--- config.mk ---
export PLATFORM = sky130hd
export DESIGN_NAME = lowest_free_id_allocator_core
export DESIGN_NICKNAME = d
export VERILOG_FILES = /design/src/hw/rtl/lfa_pkg.sv /design/src/hw/rtl/lowest_free_id_allocator_core.sv
export SDC_FILE = /design/constraint.sdc
export NUM_CORES = 1
export LEC_CHECK = 0
export ABC_AREA = 1
export BUFFER_PORTS_ARGS = -buffer_cell sky130_fd_sc_hd__buf_4
export CORE_AREA = 8 8 185 187
export DETAILED_ROUTE_END_ITERATION = 6
export DIE_AREA = 0 0 193 195
export PLACE_DENSITY = 0.64
export SYNTH_ARGS = -nofsm -noshare
export SYNTH_HDL_FRONTEND = slang
export SYNTH_SLANG_ARGS = --single-unit
export TNS_END_PERCENT = 50
--- constraint.sdc ---
create_clock -name clk -period 8.08 [get_ports clk]
set_clock_uncertainty 0.2 [all_clocks]
set_input_delay 0 -clock clk [delete_from_list [all_inputs] [get_ports clk]]
set_output_delay 0 -clock clk [all_outputs]
set_load 0.05 [all_outputs]
--- src/hw/rtl/lfa_pkg.sv ---
`default_nettype none

package lfa_pkg;

    localparam int CAPACITY = 256;

    // bitmap is held as rows of WORD_W marks
    localparam int WORD_W = 16;
    localparam int BIT_W  = 4;

    localparam int OP_W     = 2;
    localparam int NUM_W    = 8;
    localparam int LIMIT_W  = 9;
    localparam int STATUS_W = 2;

    localparam logic [LIMIT_W-1:0] LIMIT_RESET = 9'd256;

    localparam logic [OP_W-1:0] OP_ALLOC   = 2'd0;
    localparam logic [OP_W-1:0] OP_QUERY   = 2'd1;
    localparam logic [OP_W-1:0] OP_RELEASE = 2'd2;

    localparam logic [STATUS_W-1:0] ST_OK    = 2'd0;
    localparam logic [STATUS_W-1:0] ST_FULL  = 2'd1;
    localparam logic [STATUS_W-1:0] ST_RANGE = 2'd2;

endpackage

`default_nettype wire

--- src/hw/rtl/lowest_free_id_allocator_core.sv ---
// Hands out the lowest free number below the limit in cfg_wdata (reset 256,
// clamped to the capacity), answers whether a number is free, and takes
// numbers back. Pulse start while busy is low; busy is then high for one
// cycle and the result appears on granted/available/status with done high
// for exactly one cycle once busy falls, after the state and the row read
// are registered at the accepting edge. done is never held off, so the
// receiver must take each result as it comes. A new item can be taken at the
// edge that ends the done cycle, not before: the block first reads a row of the
// taken bitmap from its synchronous memory, then searches or updates it and
// writes it back. Per-row valid and full flags sit in flip-flops, so the
// bitmap is all free straight out of reset with no clearing pass. Write
// cfg_wdata only while the block is idle.
`default_nettype none

module lowest_free_id_allocator_core #(
    parameter int CAPACITY = lfa_pkg::CAPACITY
) (
    input  wire logic                          clk,
    input  wire logic                          rst_n,
    input  wire logic                          start,
    input  wire logic [lfa_pkg::OP_W-1:0]      operation,
    input  wire logic [lfa_pkg::NUM_W-1:0]     number,
    output logic                               busy,
    output logic                               done,
    output logic [lfa_pkg::NUM_W-1:0]          granted,
    output logic                               available,
    output logic [lfa_pkg::STATUS_W-1:0]       status,
    input  wire logic                          cfg_we,
    input  wire logic [lfa_pkg::LIMIT_W-1:0]   cfg_wdata
);

    localparam int STORE  = (CAPACITY < 256) ? CAPACITY : 256;
    localparam int WORD_W = lfa_pkg::WORD_W;
    localparam int BIT_W  = lfa_pkg::BIT_W;
    localparam int NWORDS = (STORE + WORD_W - 1) / WORD_W;
    localparam int WIDX_W = (NWORDS > 1) ? $clog2(NWORDS) : 1;
    localparam int NDEPTH = 1 << WIDX_W;
    localparam int GNT_W  = WIDX_W + BIT_W;
    localparam int LIM_W  = lfa_pkg::LIMIT_W;

    typedef enum logic {
        S_IDLE,
        S_EXEC
    } state_t;

    state_t                          state_reg;
    logic [LIM_W-1:0]                max_numbers_reg;
    logic [lfa_pkg::OP_W-1:0]        op_reg;
    logic [lfa_pkg::NUM_W-1:0]       num_reg;
    logic [WIDX_W-1:0]               row_reg;
    logic [NDEPTH-1:0]               row_valid_reg;
    logic [NDEPTH-1:0]               row_full_reg;
    logic                            done_reg;
    logic [lfa_pkg::NUM_W-1:0]       granted_reg;
    logic                            available_reg;
    logic [lfa_pkg::STATUS_W-1:0]    status_reg;

    logic [WORD_W-1:0]               mem [NDEPTH];
    logic [WORD_W-1:0]               rd_word_reg;
    logic                            rd_valid_reg;

    logic                            accept;
    logic [WIDX_W-1:0]               free_row;
    logic [WIDX_W-1:0]               rd_addr;
    logic [LIM_W-1:0]                lim;
    logic [WORD_W-1:0]               word;
    logic                            zero_found;
    logic [BIT_W-1:0]                zero_bit;
    logic [GNT_W-1:0]                gnt_idx;
    logic                            in_range;
    logic [BIT_W-1:0]                num_bit;
    logic                            wr_en;
    logic [WORD_W-1:0]               wr_word;
    logic [lfa_pkg::NUM_W-1:0]       granted_next;
    logic                            available_next;
    logic [lfa_pkg::STATUS_W-1:0]    status_next;

    assign accept    = start && (state_reg == S_IDLE);
    assign busy      = (state_reg == S_EXEC);
    assign done      = done_reg;
    assign granted   = granted_reg;
    assign available = available_reg;
    assign status    = status_reg;

    assign lim = (max_numbers_reg > LIM_W'(STORE)) ? LIM_W'(STORE) : max_numbers_reg;

    // first row not marked full; its lowest clear bit is the lowest free number
    always_comb
    begin
        free_row = '0;
        for (int i = NDEPTH - 1; i >= 0; i--)
        begin
            if (!row_full_reg[i])
                free_row = WIDX_W'(i);
        end
        rd_addr = (operation == lfa_pkg::OP_ALLOC) ? free_row : number[BIT_W +: WIDX_W];
    end

    always_comb
    begin
        word = rd_valid_reg ? rd_word_reg : '0;
        zero_found = 1'b0;
        zero_bit   = '0;
        for (int b = WORD_W - 1; b >= 0; b--)
        begin
            if (!word[b])
            begin
                zero_found = 1'b1;
                zero_bit   = BIT_W'(b);
            end
        end
        gnt_idx  = {row_reg, zero_bit};
        in_range = {1'b0, num_reg} < lim;
        num_bit  = num_reg[BIT_W-1:0];

        wr_en          = 1'b0;
        wr_word        = word;
        granted_next   = '0;
        available_next = 1'b0;
        status_next    = lfa_pkg::ST_OK;
        case (op_reg)
            lfa_pkg::OP_ALLOC:
            begin
                // a free bit at or above the limit means none below it
                if (zero_found && (LIM_W'(gnt_idx) < lim))
                begin
                    wr_en        = 1'b1;
                    wr_word      = word | (WORD_W'(1) << zero_bit);
                    granted_next = lfa_pkg::NUM_W'(gnt_idx);
                end
                else
                    status_next = lfa_pkg::ST_FULL;
            end
            lfa_pkg::OP_QUERY:
            begin
                available_next = in_range && !word[num_bit];
            end
            lfa_pkg::OP_RELEASE:
            begin
                if (!in_range)
                    status_next = lfa_pkg::ST_RANGE;
                else if (word[num_bit])
                begin
                    wr_en   = 1'b1;
                    wr_word = word & ~(WORD_W'(1) << num_bit);
                end
            end
            default:
            begin
                wr_en = 1'b0;
            end
        endcase
    end

    always_ff @(posedge clk)
    begin
        if (busy && wr_en)
            mem[row_reg] <= wr_word;
        if (accept)
            rd_word_reg <= mem[rd_addr];
    end

    always_ff @(posedge clk or negedge rst_n)
    begin
        if (!rst_n)
        begin
            state_reg       <= S_IDLE;
            max_numbers_reg <= lfa_pkg::LIMIT_RESET;
            op_reg          <= lfa_pkg::OP_ALLOC;
            num_reg         <= '0;
            row_reg         <= '0;
            row_valid_reg   <= '0;
            row_full_reg    <= '0;
            rd_valid_reg    <= 1'b0;
            done_reg        <= 1'b0;
            granted_reg     <= '0;
            available_reg   <= 1'b0;
            status_reg      <= lfa_pkg::ST_OK;
        end
        else
        begin
            done_reg <= 1'b0;
            if (cfg_we)
                max_numbers_reg <= cfg_wdata;
            case (state_reg)
                S_IDLE:
                begin
                    if (accept)
                    begin
                        op_reg       <= operation;
                        num_reg      <= number;
                        row_reg      <= rd_addr;
                        rd_valid_reg <= row_valid_reg[rd_addr];
                        state_reg    <= S_EXEC;
                    end
                end
                S_EXEC:
                begin
                    if (wr_en)
                    begin
                        row_valid_reg[row_reg] <= 1'b1;
                        row_full_reg[row_reg]  <= &wr_word;
                    end
                    done_reg      <= 1'b1;
                    granted_reg   <= granted_next;
                    available_reg <= available_next;
                    status_reg    <= status_next;
                    state_reg     <= S_IDLE;
                end
                default:
                begin
                    state_reg <= S_IDLE;
                end
            endcase
        end
    end

endmodule

`default_nettype wire

==> results of run 1 <==
==> per-layer routing <==
| metal | GRT usage [%] | vias up | wire (µm) |
|---|---|---|---|
| li1 | - | 5014 | - |
| met1 | 30.0 | 5290 | 17900 |
| met2 | 35.8 | 348 | 19600 |
| met3 | 3.10 | 79 | 2370 |
| met4 | 7.55 | 0 | 1200 |
| met5 | 0 | - | 0 |
==> critical path: stages, from the launching register on <==
cell	delay, ns
dfrtp_1	0.89
nand2_2	0.24
nor2_1	0.18
nand3_2	0.08
nor2_1	0.18
inv_2	0.08
nor2_4	0.17
ha_1	0.25
nand2_1	0.11
o21ai_2	0.09
a21oi_4	0.33
nand4_4	0.17
o21ai_1	0.16
nand2_2	0.15
nor2_2	0.15
inv_2	0.09
nor2_2	0.60
buf_4	0.37
==> cell type report <==
class | count | area [µm²]
clock buffers | 43 | 990
inverters | 123 | 465
fillers | 2669 | 13600
multi-input cells | 853 | 4710
repair buffers | 94 | 838
clock inverters | 26 | 243
well taps | 402 | 503
flip-flops and latches | 341 | 9900
==> cells in the final DEF, fill, tap and decap left out, types with 3 or more instances in the layout <==
| master | n |
|---|---|
| nand2_1 | 228 |
| o21ai_2 | 4 |
| bufinv_16 | 3 |
| a31oi_1 | 4 |
| nand2_4 | 6 |
| buf_4 | 48 |
| dlygate4sd3_1 | 45 |
| nand2_2 | 9 |
| inv_6 | 3 |
| nor2_1 | 106 |
| clkinv_1 | 21 |
| o211ai_1 | 110 |
| nor2_4 | 5 |
| or2_1 | 8 |
| nand3_1 | 56 |
| clkbuf_1 | 3 |
| nor2_2 | 17 |
| o31ai_1 | 6 |
| edfxtp_1 | 272 |
| dfrtp_1 | 68 |
| nor3_1 | 10 |
| nand3_2 | 15 |
| ha_1 | 13 |
| nand4_1 | 15 |
| or2_2 | 64 |
| clkbuf_16 | 38 |
| clkinv_2 | 10 |
| inv_2 | 17 |
| o21ai_0 | 114 |
| inv_1 | 93 |
| o22ai_1 | 10 |
| o21ai_1 | 20 |
| a21oi_1 | 9 |
| o2111ai_1 | 3 |
==> cell families after synthesis <==
group / Yosys count / share of synthesized area (%)
simple gates: 548 / 17.5
compound gates: 292 / 12.1
flops: 341 / 64.5
buf+inv: 185 / 4.87
fa+ha+maj: 13 / 1.06
==> synthesized netlist by cell type, types with 2 or more instances <==
master and count:
inv_2 17, nand3_1 56, nand2_4 5, dfrtp_1 68, a22oi_1 3, or2_2 64
nor2_4 5, o22ai_1 10, nand2_2 9, buf_8 2, nor4_1 2, clkbuf_1 53
o21ai_1 20, nand4_4 2, o21ai_0 114, nand2_1 229, nand3_2 15, a21oi_1 9
nor3_1 10, o31ai_1 6, o21ai_2 4, nor2_1 106, clkinv_2 2, or2_1 8
o211ai_1 110, o2111ai_1 3, nor2_2 17, inv_1 95, a31oi_1 4, nand4_1 15
buf_6 3, o22ai_2 2, edfxtp_1 272, clkinv_1 9, ha_1 13, buf_2 4
==> worst max path at each step <==
stage                      end
floorplan            mem[3][0]
detailed placement  mem[6][14]
finish               mem[6][0]
global placement    mem[6][14]
CTS                  mem[6][0]
global route         mem[6][0]
==> power breakdown <==
| part | total (mW) | switching, mW | internal, mW |
|---|---|---|---|
| Combinational | 0.568 | 0.404 | 0.164 |
| Sequential | 2.08 | 0.0547 | 2.03 |
| Clock | 1.70 | 0.710 | 0.987 |
| Total | 4.35 | 1.17 | 3.18 |
==> metrics by stage <==
stage | hold slack, ns | util [%]
after global placement | -0.00727 | 51.0
after floorplan | -0.496 | -
after detailed placement | -0.0130 | 51.0
final | 0.0451 | 56.5
after CTS | 0.0116 | 56.5
after global routing | 0.0474 | 56.5
==> flow_metrics.env, run 1 <==
export IMPL_status="finished clean"
export IMPL_initial_core_util_pct=49.1
export IMPL_p_per_area_nw_per_um2=246
export IMPL_fin_crit_ns=4.82
export IMPL_antenna_found_initial=0
export IMPL_start_kind="flip-flop"
export IMPL_clk_insertion_delay_late_ns=0.53
export IMPL_clock_sinks=341
export IMPL_ant_nets=0
export IMPL_stdcell_count=1882
export IMPL_setup_ws_ns=3.26
export IMPL_grt_pass1_vias=10500
export IMPL_place_congestion=0.919
export IMPL_yosysWarnings=0
export IMPL_synth_seq_cells=341
export IMPL_top_register="mem"
export IMPL_r2r_start="rd_valid_reg"
export IMPL_ir_drop_v=0.000196
export IMPL_max_clock_freq_mhz=207
export IMPL_dp_hpwl_mm=24.8
export IMPL_min_from="number[0]"
export IMPL_post_route_period_util_pct=59.7
export IMPL_numCtsBuffers=38
export IMPL_grt_max_degree=92
export IMPL_synth_edff_count=272
export IMPL_root_buffer="clkbuf_16"
export IMPL_timing_rr_end="mem[6][0]"
export IMPL_end_kind="flip-flop"
export IMPL_leakage_nw=6.70
export IMPL_core_area_um2=31200
export IMPL_routed_wirelength_mm=41.1
export IMPL_crit_type="reg2reg"
export IMPL_largest_reg_flops=256
export IMPL_cts_max_level=2
export IMPL_min_path_type="in2reg"
export IMPL_hold_depth=4
export IMPL_max_slew_margin_pct=17.2
export IMPL_dp_cells=1767
export IMPL_async_flop_share_pct=20.2
export IMPL_area_delta_synth_final_pct=15.1
export IMPL_yosysUniqueCellTypes=49
export IMPL_crit_path_start="rd_valid_reg"
export IMPL_rsz0062_at_grt="no"
export IMPL_viasPerCell=5.70
export IMPL_vias=10700
export IMPL_chipWidth_um=193
export IMPL_drv_slew=0
export IMPL_antenna_cells=0
export IMPL_post_cts_setup_buffer_count=0
export IMPL_synthFlopType="edfxtp_1"
export IMPL_drt_initial_drc_count=915
export IMPL_nets=1487
export IMPL_setup_tns_ns=0
export IMPL_io_buffers=35
export IMPL_place_ws_ns=3.33
export IMPL_cap_violations=0
export IMPL_yosysTopAreaCell="edfxtp_1"
export IMPL_syn_area_um2=15300
export IMPL_hold_viol_final=0
export IMPL_stdcell_area_um2=17600
export IMPL_die_h_um=195
export IMPL_cts_hold_buf=46
export IMPL_avgSynthCellArea_um2=11.1
export IMPL_overflow=0
export IMPL_drc=0
export IMPL_synthTopCellsByArea="edfxtp_1, dfrtp_1, nand2_1"
export IMPL_worst_r2r_path_depth=17
export IMPL_min_to="num_reg[0]"
export IMPL_drive_gt1_share_pct=17.4
export IMPL_ys_seq_area_share_pct=64.5
export IMPL_cts_tree="yes"
export IMPL_yosysTopAreaCellShare_pct=53.3
export IMPL_cp_max_fo=17
export IMPL_clockBufferDepth=3
export IMPL_grt_pass1_wl_mm=63.1
export IMPL_dpl_instance_area_um2=15900
export IMPL_dr_pass1_iters=5
export IMPL_critPathRequiredTime_ns=8.10
export IMPL_die_area_um2=37600
export IMPL_clk_pin_slew_ns=0.06
export IMPL_total_power_mw=4.35
export IMPL_io_pins=36
export IMPL_setup_viol=0
export IMPL_crit_arrival_ns=4.85
export IMPL_fp_row_count=65
export IMPL_cts_resized=0
export IMPL_syn_nets=1415
export IMPL_r2r_slack_ns=3.26
export IMPL_netlist_instances=1379
export IMPL_track_usage_pct=22.0
export IMPL_worst_slew_pin_slew_ns=1.24
export IMPL_wire_per_inst_um=21.9
Note: power is estimated with default switching activity, not from simulation.
==> run 2: changes to the inputs <==
--- a/config.mk
+++ b/config.mk
@@ -5,12 +5,12 @@
 export SDC_FILE = /design/constraint.sdc
 export NUM_CORES = 1
 export LEC_CHECK = 0
-export ABC_AREA = 1
+export ABC_AREA = 0
 export BUFFER_PORTS_ARGS = -buffer_cell sky130_fd_sc_hd__buf_4
 export CORE_AREA = 8 8 185 187
 export DETAILED_ROUTE_END_ITERATION = 6
 export DIE_AREA = 0 0 193 195
-export PLACE_DENSITY = 0.64
+export PLACE_DENSITY = 0.67
 export SYNTH_ARGS = -nofsm -noshare
 export SYNTH_HDL_FRONTEND = slang
 export SYNTH_SLANG_ARGS = --single-unit
==> constraint.sdc (replaced) <==
create_clock -name clk -period 3.87 [get_ports clk]
set_clock_uncertainty 0.2 [all_clocks]
set_input_delay 0 -clock clk [delete_from_list [all_inputs] [get_ports clk]]
set_output_delay 0 -clock clk [all_outputs]
set_load 0.05 [all_outputs]
==> run 2 against run 1 <==
The flow now finishes with violations (setup timing). Maximum frequency rose by 24%. Combinational power grew to 3.1 times the previous value. Worst setup slack got worse by 3.3 ns. Global-route usage fell by 0.59 points. First-iteration DRC count increased by 15%. Routed wire length shrank 0.78%. Total power is 120% higher. Register-to-register slack worse by 3.3 ns. Synthesized cell count down 12%. Cell count fell by 3.3%. Critical endpoint is now row_full_reg[8].
==> flow_metrics.env, run 2 <==
export IMPL_syn_nets=1255
export IMPL_routed_wirelength_mm=40.8
export IMPL_dp_hpwl_mm=26.2
export IMPL_place_congestion=0.942
export IMPL_synth_seq_cells=341
export IMPL_dr_pass1_iters=6
export IMPL_initial_core_util_pct=49.3
export IMPL_drv_slew=0
export IMPL_drc=0
export IMPL_crit_type="reg2reg"
export IMPL_netlist_instances=1219
export IMPL_chipWidth_um=193
export IMPL_hold_ws_ns=0.0276
export IMPL_grt_pass1_vias=10600
export IMPL_ant_nets=0
export IMPL_cpLargestDelayFamily="compound AO/OA/AOI/OAI gates"
export IMPL_timing_critical_path_slowest_cell_delay_ns=0.54
export IMPL_grt_pass1_wl_mm=62.0
export IMPL_core_area_um2=31200
export IMPL_ys_seq_area_share_pct=64.3
export IMPL_cts_max_level=2
export IMPL_crit_buf_inv=3
export IMPL_clock_sinks=341
export IMPL_crit_arrival_ns=4.14
export IMPL_violations="setup timing"
export IMPL_die_area_um2=37600
export IMPL_total_power_mw=9.70
export IMPL_setup_viol=7
export IMPL_critPathRequiredTime_ns=4.11
export IMPL_syn_area_um2=15400
export IMPL_ir_drop_v=0.000453
export IMPL_fill_cells=2423
export IMPL_drt_initial_drc_count=1048
export IMPL_area_delta_synth_final_pct=24.7
export IMPL_viasPerCell=5.94
export IMPL_vias=10800
export IMPL_max_clock_freq_mhz=256
export IMPL_cts_tree="yes"
export IMPL_end_kind="flip-flop"
export IMPL_crit_chain="buf_6 > nand2_4 > a311oi_2 > o21ai_2 > nand2_2 > inv_4 > ha_4 > nor2b_4 > a221o_1 > a211oi_2 > o211ai_1 > o31ai_4 > a41oi_2 > or4_4 > a211o_4 > buf_12 > o31ai_1"
export IMPL_yosysTopAreaCell="edfxtp_1"
export IMPL_cp_max_fo=8
export IMPL_utilization_pct=61.5
export IMPL_antenna_found_initial=1
export IMPL_grt_max_degree=78
export IMPL_synth_edff_count=272
export IMPL_setup_ws_ns=-0.0294
export IMPL_start_kind="flip-flop"
export IMPL_post_route_period_util_pct=101
export IMPL_p_per_area_nw_per_um2=505
export IMPL_netlist_top_cells_count="edfxtp_1, a211oi_1, nand2_1"
export IMPL_io_buffers=35
export IMPL_stdcell_area_um2=19200
export IMPL_fp_row_count=65
export IMPL_clk_pin_slew_ns=0.06
export IMPL_io_pins=36
export IMPL_antenna_cells=0
export IMPL_die_h_um=195
export IMPL_root_buffer="clkbuf_16"
export IMPL_nets=1425
export IMPL_final_common_cell="edfxtp_1"
export IMPL_min_path_type="in2reg"
export IMPL_dpl_instance_area_um2=17300
export IMPL_max_slew_margin_pct=46.7
export IMPL_leakage_nw=6.94
export IMPL_async_flop_share_pct=20.2
export IMPL_synthTopCellsByArea="edfxtp_1, dfrtp_1, a211oi_1"
export IMPL_setup_tns_ns=-0.155
export IMPL_synthFlopType="edfxtp_1"
export IMPL_drive_gt1_share_pct=20.7
export IMPL_mostFrequentLayoutCells="edfxtp_1, buf_4, a211oi_1"
export IMPL_clk_insertion_delay_late_ns=0.54
export IMPL_crit_slowest_cell="or4_4"
export IMPL_clockBufferDepth=3
export IMPL_yosysUniqueCellTypes=66
export IMPL_status="complete, but fails checks"
export IMPL_top_register="mem"
export IMPL_overflow=0
export IMPL_hold_viol_final=0
export IMPL_track_usage_pct=21.4
export IMPL_rsz0062_at_grt="yes"
export IMPL_wire_per_inst_um=22.4
export IMPL_yosysWarnings=0
export IMPL_largest_reg_flops=256
export IMPL_fin_crit_ns=3.90
export IMPL_cap_violations=0
export IMPL_numCtsBuffers=37
export IMPL_yosysTopAreaCellShare_pct=53.1
export IMPL_yosysMostFrequentCell="edfxtp_1"
export IMPL_avgSynthCellArea_um2=12.6
export IMPL_worst_slew_pin_slew_ns=0.780
-- run 2: final timing paths --
kind / startpoint / end / slack, ns / cells after the start
worst max-delay path: rd_valid_reg / row_full_reg[8] / -0.03 / 17
worst min-delay path: number[0] / num_reg[0] / 0.03 / 4
worst max register to register: rd_valid_reg / row_full_reg[8] / -0.03 / 17
worst min register to register: row_valid_reg[1] / row_valid_reg[1] / 0.26 / 1
max in group asynchronous: rst_n / num_reg[4] / 2.68 / 4
min in group asynchronous: rst_n / max_numbers_reg[3] / 0.24 / 3
-- run 2: worst reg2reg max path, delay by kind of cell, from the launching register on --
family                     cells  cell delay (ns)
adders and majority gates      1             0.24
DFF                            1             0.42
AOI/OAI and AO/OA              9             1.82
buffers and inverters          3             0.33
and+or+nand+nor                4             0.80
-- run 2: where the power goes --
group	internal, mW	leakage [nW]	total (mW)	switching, mW
Sequential	4.30	3.37	4.41	0.106
Clock	2.09	0.571	3.52	1.43
Combinational	0.672	3.00	1.77	1.10
-- run 2: through the flow --
step,std cells,setup WS (ns)
after floorplan,1219,-0.107
after detailed placement,1701,-0.170
final,1819,-0.0294
after global routing,1819,-0.197
after global placement,1701,-0.0862
after CTS,1808,0.0104
-- run 2: area by class of cell --
class,count,area (µm²),area share (%)
Timing Repair inverter,1,7.51,0.0391
Tap cell,402,503,2.62
Timing Repair Buffer,207,2110,11.0
Clock inverter,20,229,1.19
Multi-Input combinational cell,766,5330,27.7
Inverter,35,141,0.736
Clock buffer,47,985,5.13
Sequential cell,341,9900,51.6
-- run 2: timing repair --
item                                    CTS  global route
endpoints found under the hold margin    92             0
pin swaps                                 2             5
setup buffers                             1             6
cloned                                    0             5
gates resized for setup                   7            26
endpoints found under the setup margin   94           274
hold buffers                             39             0
-- run 2: per-layer routing --
layer	part of all wire [%]	wire [µm]	GRT usage, %	up-vias
li1	-	-	-	5027
met1	43	17700	28.7	5351
met2	48	19600	34.7	330
met3	5.5	2230	4.17	86
met4	3.1	1270	6.93	2
met5	0.032	13	0	-
-- run 2: kinds of logic (layout without fill, tap and decap cells) --
| logic type | Yosys count | count (layout) | share of synthesized area, % |
|---|---|---|---|
| simple gates | 324 | 324 | 11.1 |
| mux | 80 | 80 | 5.29 |
| fa+ha+maj | 13 | 13 | 1.06 |
| flops | 341 | 341 | 64.3 |
| buf+inv | 112 | 310 | 3.00 |
| compound gates | 349 | 349 | 15.3 |
==> run 3: changes to the inputs <==
--- a/config.mk
+++ b/config.mk
@@ -6,11 +6,11 @@
 export NUM_CORES = 1
 export LEC_CHECK = 0
 export ABC_AREA = 0
-export BUFFER_PORTS_ARGS = -buffer_cell sky130_fd_sc_hd__buf_4
 export CORE_AREA = 8 8 185 187
 export DETAILED_ROUTE_END_ITERATION = 6
 export DIE_AREA = 0 0 193 195
-export PLACE_DENSITY = 0.67
+export DONT_BUFFER_PORTS = 1
+export PLACE_DENSITY = 0.66
 export SYNTH_ARGS = -nofsm -noshare
 export SYNTH_HDL_FRONTEND = slang
 export SYNTH_SLANG_ARGS = --single-unit
==> constraint.sdc (replaced) <==
create_clock -name clk -period 3.87 [get_ports clk]
set_clock_uncertainty 0.2 [all_clocks]
set_input_delay 0.1935 -clock clk [delete_from_list [all_inputs] [get_ports clk]]
set_output_delay 0.1935 -clock clk [all_outputs]
set_load 0.05 [all_outputs]
==> run 3 against run 2 <==
The run still ends with setup timing left. Critical endpoint unchanged. First-iteration DRC count is 22% lower. Critical path depth is 4 lower. Largest power group unchanged. Maximum frequency is 0.24% higher. Clock power is 5% lower. Non-clock buffer count is 26 lower. Worst hold slack better by 0.12 ns. Sequential power is 1% higher.
==> flow_metrics.env, run 3 (synthesized netlist as in run 2, its figures left out) <==
export IMPL_status="complete, but fails checks"
export IMPL_violations="setup timing"
export IMPL_worst_r2r_path_depth=13
export IMPL_crit_type="reg2reg"
export IMPL_drv_slew=0
export IMPL_die_h_um=195
export IMPL_stdcell_area_um2=19000
export IMPL_cts_tree="yes"
export IMPL_clockBufferDepth=3
export IMPL_dr_pass1_iters=7
export IMPL_final_common_cell="edfxtp_1"
export IMPL_mostFrequentLayoutCells="edfxtp_1, a211oi_1, buf_4"
export IMPL_top_register="mem"
export IMPL_chipWidth_um=193
export IMPL_fp_row_count=65
export IMPL_min_from="number[0]"
export IMPL_total_power_mw=9.53
export IMPL_dp_cells=1666
export IMPL_wire_per_inst_um=22.5
export IMPL_nets=1397
export IMPL_overflow=0
export IMPL_min_path_type="in2reg"
export IMPL_antenna_found_initial=3
export IMPL_rsz0062_at_grt="yes"
export IMPL_setup_ws_ns=-0.0199
export IMPL_r2r_slack_ns=-0.02
export IMPL_stdcell_count=1791
export IMPL_antenna_cells=0
export IMPL_core_area_um2=31200
export IMPL_hold_ws_ns=0.143
export IMPL_viasPerCell=6.01
export IMPL_grt_max_degree=88
export IMPL_p_per_area_nw_per_um2=502
export IMPL_cts_max_level=2
export IMPL_seq_area_um2=9900
export IMPL_drc=0
export IMPL_vias=10800
export IMPL_leakage_nw=6.83
export IMPL_grt_pass1_vias=10300
export IMPL_grt_pass1_wl_mm=60.5
export IMPL_ir_drop_v=0.000491
export IMPL_min_to="num_reg[0]"
export IMPL_dpl_instance_area_um2=17000
export IMPL_cp_max_fo=9
export IMPL_io_buffers=0
export IMPL_place_congestion=0.969
export IMPL_dp_hpwl_mm=25.7
export IMPL_drive_gt1_share_pct=20.5
export IMPL_end_kind="flip-flop"
export IMPL_setup_viol=4
export IMPL_timing_rr_end="row_full_reg[8]"
export IMPL_routed_wirelength_mm=40.4
export IMPL_max_clock_freq_mhz=257
export IMPL_cap_violations=0
export IMPL_clk_insertion_delay_late_ns=0.53
export IMPL_start_kind="flip-flop"
export IMPL_root_buffer="clkbuf_16"
export IMPL_max_slew_margin_pct=55.8
export IMPL_hold_viol_final=0
export IMPL_critPathRequiredTime_ns=4.11
export IMPL_crit_arrival_ns=4.13
export IMPL_track_usage_pct=21.1
export IMPL_initial_core_util_pct=49.3
export IMPL_area_delta_synth_final_pct=23.3
export IMPL_clock_sinks=341
export IMPL_largest_reg_flops=256
export IMPL_numCtsBuffers=36
export IMPL_fill_cells=2438
export IMPL_io_pins=36
export IMPL_drt_initial_drc_count=819
export IMPL_hold_depth=3
export IMPL_die_area_um2=37600
export IMPL_clk_pin_slew_ns=0.06
export IMPL_ant_nets=0
export IMPL_r2r_start="rd_valid_reg"
export IMPL_multi_input_area_um2=5410
export IMPL_worst_slew_pin_slew_ns=0.655
export IMPL_post_route_period_util_pct=101
export IMPL_fin_crit_ns=3.89
==> run 3: cell count changes in the layout (fill, tap and decap cells not counted), moves of 3 or more <==
cell        change
buf_4          -26
bufinv_16       -3
clkbuf_1        -4
clkbuf_8        +5
clkinv_1        -4
clkinv_2       +11
clkinvlp_4      -6
o21ai_1         -5
o21ai_2         +5
==> run 3: layout make-up <==
cell class | instances | area share [%]
Sequential cell | 341 | 52.1
Multi-Input combinational cell | 766 | 28.5
Timing Repair Buffer | 181 | 9.91
Clock buffer | 47 | 5.34
Tap cell | 402 | 2.65
Clock inverter | 19 | 0.758
Inverter | 35 | 0.725
==> run 3: metal layers <==
metal	GRT usage (%)	share of wire [%]	vias to the layer above
met4	8.18	3.6	2
met3	3.58	5.6	100
met5	0	0.025	-
li1	-	-	4963
met2	32.9	47	344
met1	29.1	44	5353
==> run 3: worst max path at each step <==
stage / cells past startpoint / startpoint / slack, ns / to
2_1_floorplan: 18 / rd_valid_reg / -0.11 / mem[6][0]
3_3_place_gp: 14 / rd_valid_reg / -0.13 / row_full_reg[9]
3_5_place_dp: 14 / rd_valid_reg / -0.22 / row_full_reg[8]
4_1_cts: 17 / rd_valid_reg / 0.008 / row_full_reg[8]
5_1_grt: 14 / rd_valid_reg / -0.11 / row_full_reg[9]
6_report: 13 / rd_valid_reg / -0.02 / row_full_reg[8]
==> run 3: timing repair <==
action / CTS / global route
gates resized for setup: 15 / 32
buffers inserted: 6 / 10
gates cloned: 0 / 4
endpoints found under the hold margin: 89 / 0
pin swaps: 4 / 14
setup endpoints to repair: 185 / 231
hold buffers: 39 / 0
==> run 3: report_power, final <==
part           leakage, nW  internal, mW  switching, mW
registers             3.37          4.30          0.167
clock network        0.582          1.93           1.41
logic                 2.88         0.679           1.04
==> run 3: through the flow <==
step	setup slack, ns	TNS, ns	utilization, %
2_1_floorplan	-0.107	-3.18	-
3_3_place_gp	-0.132	-9.01	54.5
3_5_place_dp	-0.217	-19.73	54.5
4_1_cts	0.00753	0	59.9
5_1_grt	-0.112	-3.81	60.8
6_report	-0.0199	-0.0550	60.8
==> run 3: critical path, stage by stage, from the launching register on <==
cell and delay (ns):
dfrtp_2 0.48, buf_6 0.15, buf_4 0.14, buf_4 0.16
a21boi_0 0.31, o221ai_2 0.21, a32oi_2 0.25, nand2_2 0.15
a211oi_1 0.32, o221ai_1 0.19, or4_4 0.54, a211o_4 0.32
buf_12 0.16, o31ai_2 0.21
